<file path="src/design/dhip_pkg.sv">
// Package for the decimal/hex identifier parser: item and state types,
// status codes, length limits and character class functions.
// No dependencies; used by every module of the block.
`default_nettype none

package dhip_pkg;

   // Status codes of a result item
   localparam logic [1:0] STATUS_OK         = 2'd0;
   localparam logic [1:0] STATUS_EMPTY      = 2'd1;
   localparam logic [1:0] STATUS_BASE64     = 2'd2;
   localparam logic [1:0] STATUS_UNREADABLE = 2'd3;

   // Length limits, in content characters
   localparam logic [4:0] DEC_MAX_LEN    = 5'd20;
   localparam logic [4:0] HEX_FULL_LEN   = 5'd16;
   localparam logic [4:0] PREFIX_MAX_LEN = 5'd18;  // "0x" plus 16 digits
   localparam logic [4:0] PREFIX_LEN     = 5'd2;
   localparam logic [4:0] B64_LEN_SHORT  = 5'd11;
   localparam logic [4:0] B64_LEN_LONG   = 5'd12;
   localparam logic [4:0] COUNT_MAX      = 5'd31;

   // Bit positions in the class flags
   localparam int CLS_DEC = 0;
   localparam int CLS_HEX = 1;
   localparam int CLS_B64 = 2;

   typedef struct packed {
      logic [7:0] character;
      logic       end_of_text;
   } req_item_type;

   typedef struct packed {
      logic [1:0]  status;
      logic [63:0] id_value;
   } rsp_item_type;

   // Scan state carried from one character to the next
   typedef struct packed {
      logic        seen_content;
      logic        pending_blank;
      logic        inner_blank;
      logic [4:0]  char_count;
      logic        first_is_zero;
      logic        has_prefix;
      logic        prefix_bad;
      logic [63:0] decimal_acc;
      logic        decimal_overflow;
      logic [63:0] hex_acc;
      logic [2:0]  class_flags;
   } scan_state_type;

   function automatic logic is_digit(input logic [7:0] c);
      return (c >= 8'h30) && (c <= 8'h39);
   endfunction

   function automatic logic is_lower(input logic [7:0] c);
      return (c >= 8'h61) && (c <= 8'h7a);
   endfunction

   function automatic logic is_upper(input logic [7:0] c);
      return (c >= 8'h41) && (c <= 8'h5a);
   endfunction

   // space, tab, CR, LF
   function automatic logic is_blank(input logic [7:0] c);
      return (c == 8'h20) || (c == 8'h09) || (c == 8'h0d) || (c == 8'h0a);
   endfunction

   function automatic logic is_hex(input logic [7:0] c);
      return is_digit(c) || ((c >= 8'h61) && (c <= 8'h66)) ||
             ((c >= 8'h41) && (c <= 8'h46));
   endfunction

   // Nibble value of a hex digit, zero for anything else
   function automatic logic [3:0] hex_nibble(input logic [7:0] c);
      logic [3:0] nib;
      nib = 4'd0;
      if (is_digit(c))
         nib = c[3:0];
      else if (is_hex(c))
         nib = c[3:0] + 4'd9;   // 'a'/'A' have low nibble 1
      return nib;
   endfunction

   // Standard base64 alphabet including '+', '/' and '='
   function automatic logic is_b64(input logic [7:0] c);
      return is_digit(c) || is_lower(c) || is_upper(c) ||
             (c == 8'h2b) || (c == 8'h2f) || (c == 8'h3d);
   endfunction

   function automatic logic is_x(input logic [7:0] c);
      return (c == 8'h78) || (c == 8'h58);
   endfunction

   localparam scan_state_type SCAN_RESET = '{
      seen_content:     1'b0,
      pending_blank:    1'b0,
      inner_blank:      1'b0,
      char_count:       5'd0,
      first_is_zero:    1'b0,
      has_prefix:       1'b0,
      prefix_bad:       1'b0,
      decimal_acc:      64'd0,
      decimal_overflow: 1'b0,
      hex_acc:          64'd0,
      class_flags:      3'b111
   };

endpackage

`default_nettype wire

</file>
<file path="src/design/dhip_scan.sv">
// Scan state of the parser: folds one character per cycle into the
// accumulators and flags, and clears back to reset at end of text.
// Depends on dhip_pkg.
`default_nettype none

module dhip_scan (
   input  wire logic                    clock,
   input  wire logic                    reset,
   input  wire logic                    char_en,
   input  wire logic                    clear,
   input  wire logic [7:0]              character,
   output dhip_pkg::scan_state_type     scan_state
);
   import dhip_pkg::*;

   scan_state_type state_ff;
   scan_state_type state_in;
   scan_state_type upd;
   logic [67:0]    dec_sum;
   logic [4:0]     pos;

   // Decimal multiply-add: acc*10 + digit, carry bits flag overflow
   assign dec_sum = {1'b0, state_ff.decimal_acc, 3'b000}
                  + {3'b000, state_ff.decimal_acc, 1'b0}
                  + {64'd0, character[3:0]};

   // Effect of one character on the scan state
   always_comb begin
      upd = state_ff;
      pos = state_ff.char_count;
      if (is_blank(character)) begin
         if (state_ff.seen_content)
            upd.pending_blank = 1'b1;
      end else begin
         if (state_ff.pending_blank)
            upd.inner_blank = 1'b1;
         upd.seen_content = 1'b1;
         if (pos != COUNT_MAX)
            upd.char_count = pos + 5'd1;

         if (pos == 5'd0)
            upd.first_is_zero = (character == 8'h30);
         else if (pos == 5'd1)
            upd.has_prefix = state_ff.first_is_zero && is_x(character);
         else if (state_ff.has_prefix && !is_hex(character))
            upd.prefix_bad = 1'b1;

         upd.hex_acc = {state_ff.hex_acc[59:0], hex_nibble(character)};

         if (is_digit(character)) begin
            if (!state_ff.decimal_overflow) begin
               if (|dec_sum[67:64])
                  upd.decimal_overflow = 1'b1;
               else
                  upd.decimal_acc = dec_sum[63:0];
            end
         end else begin
            upd.class_flags[CLS_DEC] = 1'b0;
         end
         if (!is_hex(character))
            upd.class_flags[CLS_HEX] = 1'b0;
         if (!is_b64(character))
            upd.class_flags[CLS_B64] = 1'b0;
      end
   end

   // End of text wins over a character
   always_comb begin
      state_in = state_ff;
      if (clear)
         state_in = SCAN_RESET;
      else if (char_en)
         state_in = upd;
   end

   always_ff @(posedge clock) begin
      if (reset)
         state_ff <= SCAN_RESET;
      else
         state_ff <= state_in;
   end

   assign scan_state = state_ff;

endmodule

`default_nettype wire

</file>
<file path="src/design/dhip_verdict.sv">
// Verdict logic: turns the scan state at end of text into a status code
// and identifier value, in preference order prefix, decimal, hex, base64.
// Depends on dhip_pkg.
`default_nettype none

module dhip_verdict (
   input  wire dhip_pkg::scan_state_type scan_state,
   output dhip_pkg::rsp_item_type        verdict
);
   import dhip_pkg::*;

   logic hex_zero;
   logic dec_zero;

   assign hex_zero = (scan_state.hex_acc == 64'd0);
   assign dec_zero = (scan_state.decimal_acc == 64'd0);

   always_comb begin
      verdict.status   = STATUS_UNREADABLE;
      verdict.id_value = 64'd0;
      if (!scan_state.seen_content) begin
         verdict.status = STATUS_EMPTY;
      end else if (scan_state.inner_blank) begin
         verdict.status = STATUS_UNREADABLE;
      end else if ((scan_state.char_count > PREFIX_LEN) && scan_state.has_prefix) begin
         // 0x form: 1 to 16 hex digits, nonzero
         if (!((scan_state.char_count > PREFIX_MAX_LEN) || scan_state.prefix_bad ||
               hex_zero)) begin
            verdict.status   = STATUS_OK;
            verdict.id_value = scan_state.hex_acc;
         end
      end else if (scan_state.class_flags[CLS_DEC]) begin
         if (!((scan_state.char_count > DEC_MAX_LEN) || scan_state.decimal_overflow ||
               dec_zero)) begin
            verdict.status   = STATUS_OK;
            verdict.id_value = scan_state.decimal_acc;
         end
      end else if (scan_state.class_flags[CLS_HEX] &&
                   (scan_state.char_count == HEX_FULL_LEN)) begin
         if (!hex_zero) begin
            verdict.status   = STATUS_OK;
            verdict.id_value = scan_state.hex_acc;
         end
      end else if (scan_state.class_flags[CLS_B64] &&
                   ((scan_state.char_count == B64_LEN_SHORT) ||
                    (scan_state.char_count == B64_LEN_LONG))) begin
         verdict.status = STATUS_BASE64;
      end
   end

endmodule

`default_nettype wire

</file>
<file path="src/design/decimal_hex_id_parser_top.sv">
// Top level of the decimal/hex identifier parser: input register, scan
// state, verdict logic and result register.
// Depends on dhip_pkg, dhip_scan and dhip_verdict.
//
// Usage: send a text one character per req item (end_of_text low), then
// one req item with end_of_text high. Character items give no result; the
// end item gives exactly one rsp item with status (ok, empty, base64 form,
// unreadable) and the 64-bit identifier, zero unless status is ok.
// Blanks at either end of the text are ignored.
// Throughput: one req item per cycle while no end item waits for the result
// register; each character is folded into the scan state by combinational
// logic (a shift-add by ten plus compares) ahead of the scan register.
// Result path: an accepted end item sits in the input register, then the
// verdict is loaded into the result register once that register is free.
// Reset: synchronous; clears the scan state to an empty text and drops
// both valid registers.
// Stall: while rsp_stall holds a waiting result, character items keep
// flowing; a following end item waits in the input register and req_stall
// rises until the result register frees up.
`default_nettype none

module decimal_hex_id_parser_top (
   input  wire logic                   clock,
   input  wire logic                   reset,
   input  wire logic                   req_valid,
   output      logic                   req_stall,
   input  wire dhip_pkg::req_item_type req_item,
   output      logic                   rsp_valid,
   input  wire logic                   rsp_stall,
   output dhip_pkg::rsp_item_type      rsp_item
);
   import dhip_pkg::*;

   logic           in_valid_ff;
   logic           in_valid_in;
   req_item_type   in_item_ff;
   req_item_type   in_item_in;
   logic           rsp_valid_ff;
   logic           rsp_valid_in;
   rsp_item_type   rsp_item_ff;
   rsp_item_type   rsp_item_in;
   logic           out_free;
   logic           proc_go;
   logic           proc_end;
   scan_state_type scan_state;
   rsp_item_type   verdict;

   // Pipeline control: only an end item needs the result register
   assign out_free  = !rsp_valid_ff || !rsp_stall;
   assign proc_go   = in_valid_ff && (!in_item_ff.end_of_text || out_free);
   assign proc_end  = proc_go && in_item_ff.end_of_text;
   assign req_stall = in_valid_ff && !proc_go;

   // Input register
   always_comb begin
      in_valid_in = in_valid_ff;
      in_item_in  = in_item_ff;
      if (!req_stall) begin
         in_valid_in = req_valid;
         in_item_in  = req_item;
      end
   end

   always_ff @(posedge clock) begin
      if (reset)
         in_valid_ff <= 1'b0;
      else
         in_valid_ff <= in_valid_in;
      in_item_ff <= in_item_in;
   end

   dhip_scan u_scan (
      .clock      (clock),
      .reset      (reset),
      .char_en    (proc_go && !in_item_ff.end_of_text),
      .clear      (proc_end),
      .character  (in_item_ff.character),
      .scan_state (scan_state)
   );

   dhip_verdict u_verdict (
      .scan_state (scan_state),
      .verdict    (verdict)
   );

   // Result register
   always_comb begin
      rsp_valid_in = rsp_valid_ff;
      rsp_item_in  = rsp_item_ff;
      if (proc_end) begin
         rsp_valid_in = 1'b1;
         rsp_item_in  = verdict;
      end else if (!rsp_stall) begin
         rsp_valid_in = 1'b0;
      end
   end

   always_ff @(posedge clock) begin
      if (reset)
         rsp_valid_ff <= 1'b0;
      else
         rsp_valid_ff <= rsp_valid_in;
      rsp_item_ff <= rsp_item_in;
   end

   assign rsp_valid = rsp_valid_ff;
   assign rsp_item  = rsp_item_ff;

endmodule

`default_nettype wire

</file>
<file path="config.mk">
export PLATFORM = sky130hd
export DESIGN_NAME = decimal_hex_id_parser_top
export DESIGN_NICKNAME = d
export VERILOG_FILES = /design/src/design/dhip_pkg.sv /design/src/design/dhip_scan.sv /design/src/design/dhip_verdict.sv /design/src/design/decimal_hex_id_parser_top.sv
export SDC_FILE = /design/constraint.sdc
export NUM_CORES = 1
export LEC_CHECK = 0
export BUFFER_PORTS_ARGS = -buffer_cell sky130_fd_sc_hd__buf_2
export CORE_AREA = 2 2 183 140
export DETAILED_ROUTE_END_ITERATION = 10
export DIE_AREA = 0 0 185 142
export MAX_ROUTING_LAYER = met4
export PLACE_DENSITY = 0.77
export SYNTH_ARGS = -nofsm -noshare
export SYNTH_HDL_FRONTEND = slang
export SYNTH_SLANG_ARGS = --single-unit
</file>
<file path="constraint.sdc">
create_clock -name clock -period 4.7 [get_ports clock]
set_input_delay 0.47 -clock clock [delete_from_list [all_inputs] [get_ports clock]]
set_output_delay 0.47 -clock clock [all_outputs]
set_load 0.02 [all_outputs]
</file>
==> load_flow_metrics.sql <==
INSERT INTO impl_metrics (metric_group, metric, value, unit) VALUES
('outcome', 'run_status', 'finished clean', ''),
('placed_design', 'place.port_buffers', '80', ''),
('timing', 'timing.final.hold_violations', '0', ''),
('clock_tree', 'numCtsBuffers', '23', ''),
('worst_setup_path', 'setup.worst_path.start_class', 'register', ''),
('timing', 'finalSetupViolCount', '0', ''),
('drt', 'wl_per_cell', '19.4', 'um'),
('synthesis', 'synth_cell_type_count', '70', ''),
('clock_tree', 'clock_latency', '530', 'ps'),
('global_route', 'grt_first_pass_wirelength', '60000', 'um'),
('drt', 'route.detailed.vias_per_inst', '6.24', ''),
('clock_tree', 'h-tree-depth', '1', ''),
('clock_tree', 'clockBufferDepth', '3', ''),
('die', 'cell_rows', '50', ''),
('synthesis', 'ys_warn_count', '0', ''),
('synthesis', 'synth.cell_area', '13600', 'sq um'),
('timing', 'fin_hold_ws', '121', 'ps'),
('timing', 'slew_headroom', '39.6', '%'),
('drt', 'drc', '0', ''),
('timing', 'timing.final.crit_period', '4570', 'ps'),
('synthesis', 'synth_fp_nets', '1711', ''),
('global_route', 'grt_pass1_vias', '11200', ''),
('worst_setup_path', 'critical-path-top-cell-by-count', 'inv_1', ''),
('timing', 'layout_worst_path_cycle_share', '97.2', '%'),
('run', 'max-cap-violations', '0', ''),
('clock_tree', 'clk_root_buffer_cell', 'clkbuf_16', ''),
('hold_path', 'hp-class', 'input port to register', ''),
('worst_setup_path', 'timing.critical_path.slowest_stage_cell', 'fa_1', ''),
('worst_setup_path', 'path_max_fanout', '26', ''),
('final_layout', 'layout-drive-gt1-share', '9.97', '%'),
('synthesis', 'postSynthRegisterBits', '220', ''),
('drt', 'total_vias_in_the_final_route', '12200', ''),
('worst_setup_path', 'worst-setup-path-type', 'register to register', ''),
('die', 'floorplan.die.height', '142', 'um'),
('worst_setup_path', 'crit_path_max_incr_delay', '630', 'ps'),
('final_layout', 'final_nets', '1749', ''),
('drt', 'postRouteWirelength', '38000', 'um'),
('timing', 'max_freq', '219', 'MHz'),
('global_route', 'grt_start_max_net_pins', '71', ''),
('synthesis', 'synthCells', '1560', ''),
('final_layout', 'layout.cells.non_filler', '1954', ''),
('synthesis', 'ys.flop_type', 'dfxtp_1', ''),
('power_and_ir_drop', 'cellLeakagePower', '6.08', 'nW'),
('clock_tree', 'ctsHoldBuffers', '0', ''),
('timing', 'final.setup_skew', '16.4', 'ps'),
('timing', 'timing_max_transition_violations_final', '0', ''),
('global_route', 'gr-total-overflow', '0', ''),
('power_and_ir_drop', 'total_power_per_unit_cell_area', '269', 'nW/um^2'),
('die', 'core_box_area', '24500', 'sq um'),
('timing', 'worst_pin_slew', '905', 'ps'),
('worst_setup_path', 'critical_path.cell_chain', 'inv_1, fa_1, inv_1, ha_1, a21oi_2, nor2_2, o311ai_4, a211oi_2, o21a_1, a21o_1, a31o_1, a221o_1, nor4_4, buf_4, buf_8, mux2i_1, nor2_1', ''),
('final_layout', 'number_of_fill_cells_in_the_layout', '2136', ''),
('die', 'area_of_the_die', '26300', 'sq um'),
('global_route', 'global_route.usage.total', '29.3', '%'),
('placed_design', 'gp_congestion', '1.01', ''),
('die', 'start_util', '55.3', '%'),
('global_route', 'antenna_found_initial', '1', ''),
('drt', 'drt-initial-drc-count', '1336', ''),
('drt', 'drt_first_pass_iters', '5', ''),
('placed_design', 'dp_hpwl', '27300', 'um'),
('clock_tree', 'clock_slew_at_reported_path_ffs', '60', 'ps'),
('final_layout', 'flow.area_growth_from_synthesis', '10.8', '%'),
('synthesis', 'syn_avg_cell_area', '8.70', 'sq um'),
('drt', 'antenna_violating_nets_post_route', '0', ''),
('die', 'fp.dieW', '185', 'um'),
('worst_setup_path', 'critical_path_required', '5100', 'ps'),
('synthesis', 'ys_seq_area_share', '38.0', '%'),
('timing', 'finalSetupTns', '0', 'ps'),
('die', 'num_io_pins', '81', ''),
('clock_tree', 'tritoncts', 'built', ''),
('synthesis', 'synth_edf_count', '75', ''),
('synthesis', 'synth_async_sr_flop_share', '0', '%'),
('worst_setup_path', 'category_of_the_worst_setup_path_capture_point', 'register', ''),
('placed_design', 'dp_cells', '1908', ''),
('power_and_ir_drop', 'max-vdd-ir-drop', '256', 'uV'),
('clock_tree', 'cts.sinks', '220', ''),
('worst_setup_path', 'worst-endpoint-arrival', '4970', 'ps');
placed cells by master, fill, tap and decap left out, types with 9 or more instances in the layout:
cell type  instances
buf_4             20
inv_1             32
dfxtp_1          145
nor4_1            37
nand2_1          207
mux2i_1           59
nor2_1           193
nor3_1            23
a21oi_1          157
nand4_1           30
buf_2             80
nor2b_1           10
edfxtp_1          75
o31ai_1            9
xnor2_1           38
clkbuf_16         24
ha_1             136
xor2_1            24
a31oi_1            9
a211oi_1          10
o21bai_1          15
o21ai_0           44
nand3_1           19
a22oi_1           64
a21o_1            30
registers in the layout, indices dropped and copies added (netlist names):
| name | count |
|---|---|
| in_item_ff | 9 |
| in_valid_ff | 1 |
| rsp_item | 66 |
| rsp_valid | 1 |
| u_scan.pos | 5 |
| u_scan.scan_state | 138 |
synth_stat cells, types with 8 or more instances:
cell / n / area [sq um]
mux2i_1: 59 / 591
inv_1: 32 / 120
nor3_1: 24 / 120
o21ai_1: 8 / 40.0
a31oi_1: 9 / 56.3
xor2_1: 24 / 210
a21oi_1: 159 / 796
dfxtp_1: 145 / 2900
edfxtp_1: 75 / 2250
a211oi_1: 10 / 75.1
a21o_1: 30 / 225
nor2_1: 193 / 724
a22oi_1: 64 / 480
nand3_1: 19 / 95.1
ha_1: 136 / 1700
nand4_1: 30 / 188
nor2b_1: 10 / 62.6
clkbuf_1: 80 / 300
o31ai_1: 9 / 67.6
xnor2_1: 38 / 333
o21bai_1: 15 / 113
o21ai_0: 44 / 220
nand2_1: 208 / 781
nor4_1: 37 / 231
report_power, final:
group / total [mW] / internal [mW] / switching, mW
registers: 2.00 / 1.98 / 0.0145
logic: 0.157 / 0.0382 / 0.119
clock network: 1.89 / 1.10 / 0.793
per-layer routing:
metal | share of wire, % | vias to the layer above | global-route usage, %
met1 | 46 | 5768 | 42.9
met2 | 41 | 607 | 40.8
met5 | 0 | - | -
met4 | 2.4 | 0 | 7.14
met3 | 10 | 62 | 6.32
li1 | - | 5753 | -
logic make-up (layout without fill, tap and decap cells):
kind of cell	after synthesis	after routing	share of synthesized area, %
fa+ha+maj	138	138	12.8
xor+xnor	62	62	4.00
simple gates	552	552	17.9
compound gates	408	408	19.3
mux	59	59	4.35
flops	220	220	38.0
other cells	0	1	0
buf+inv	121	176	3.66
what timing repair did:
action / 4_1_cts / 5_1_grt
endpoints found under the setup margin: 0 / 63
gates resized for setup: 0 / 6
setup buffers: 0 / 2
critical path: cells and delay by family, from the launching register on:
family	cells	cell delay, ps
AO/OA/AOI/OAI	7	1800
AND/OR/NAND/NOR	3	430
flip-flops	1	350
adder cells (fa/ha/maj)	2	940
multiplexers	1	250
buffers and inverters	4	640
worst paths after layout:
path,from,endpoint,slack (ps),depth (start not counted)
worst max-delay path,in_item_ff[4]$_DFFE_PN_,u_scan.scan_state[88]$_SDFFE_PP0P_,130,17
worst min-delay path,req_item[1],in_item_ff[1]$_DFFE_PN_,120,1
worst max register to register,in_item_ff[4]$_DFFE_PN_,u_scan.scan_state[88]$_SDFFE_PP0P_,130,17
worst min register to register,u_scan.scan_state[1]$_SDFFE_PP1P_,u_scan.scan_state[1]$_SDFFE_PP1P_,450,2
area by class of cell:
cell class	instances	area, sq um	share of cell area [%]
timing repair buffer	102	591	3.93
antenna	1	2.50	0.0166
inverter	32	120	0.799
sequential	220	5150	34.3
clock inverter	15	166	1.11
clock buffer	27	611	4.06
multi-input combinational	1219	7970	53.0
tap	338	423	2.81
through the flow:
stage | area (sq um) | utilization, % | power, mW | setup slack (ps)
floorplan | 13600 | - | 2.14 | 569
global placement | 14200 | 57.9 | 2.19 | 283
detailed placement | 14200 | 57.9 | 2.19 | 149
CTS | 15000 | 61.1 | 4.07 | 106
global route | 15000 | 61.3 | 4.16 | -29.4
finish | 15000 | 61.3 | 4.05 | 130
No activity file was read; power rests on OpenSTA's default activity.
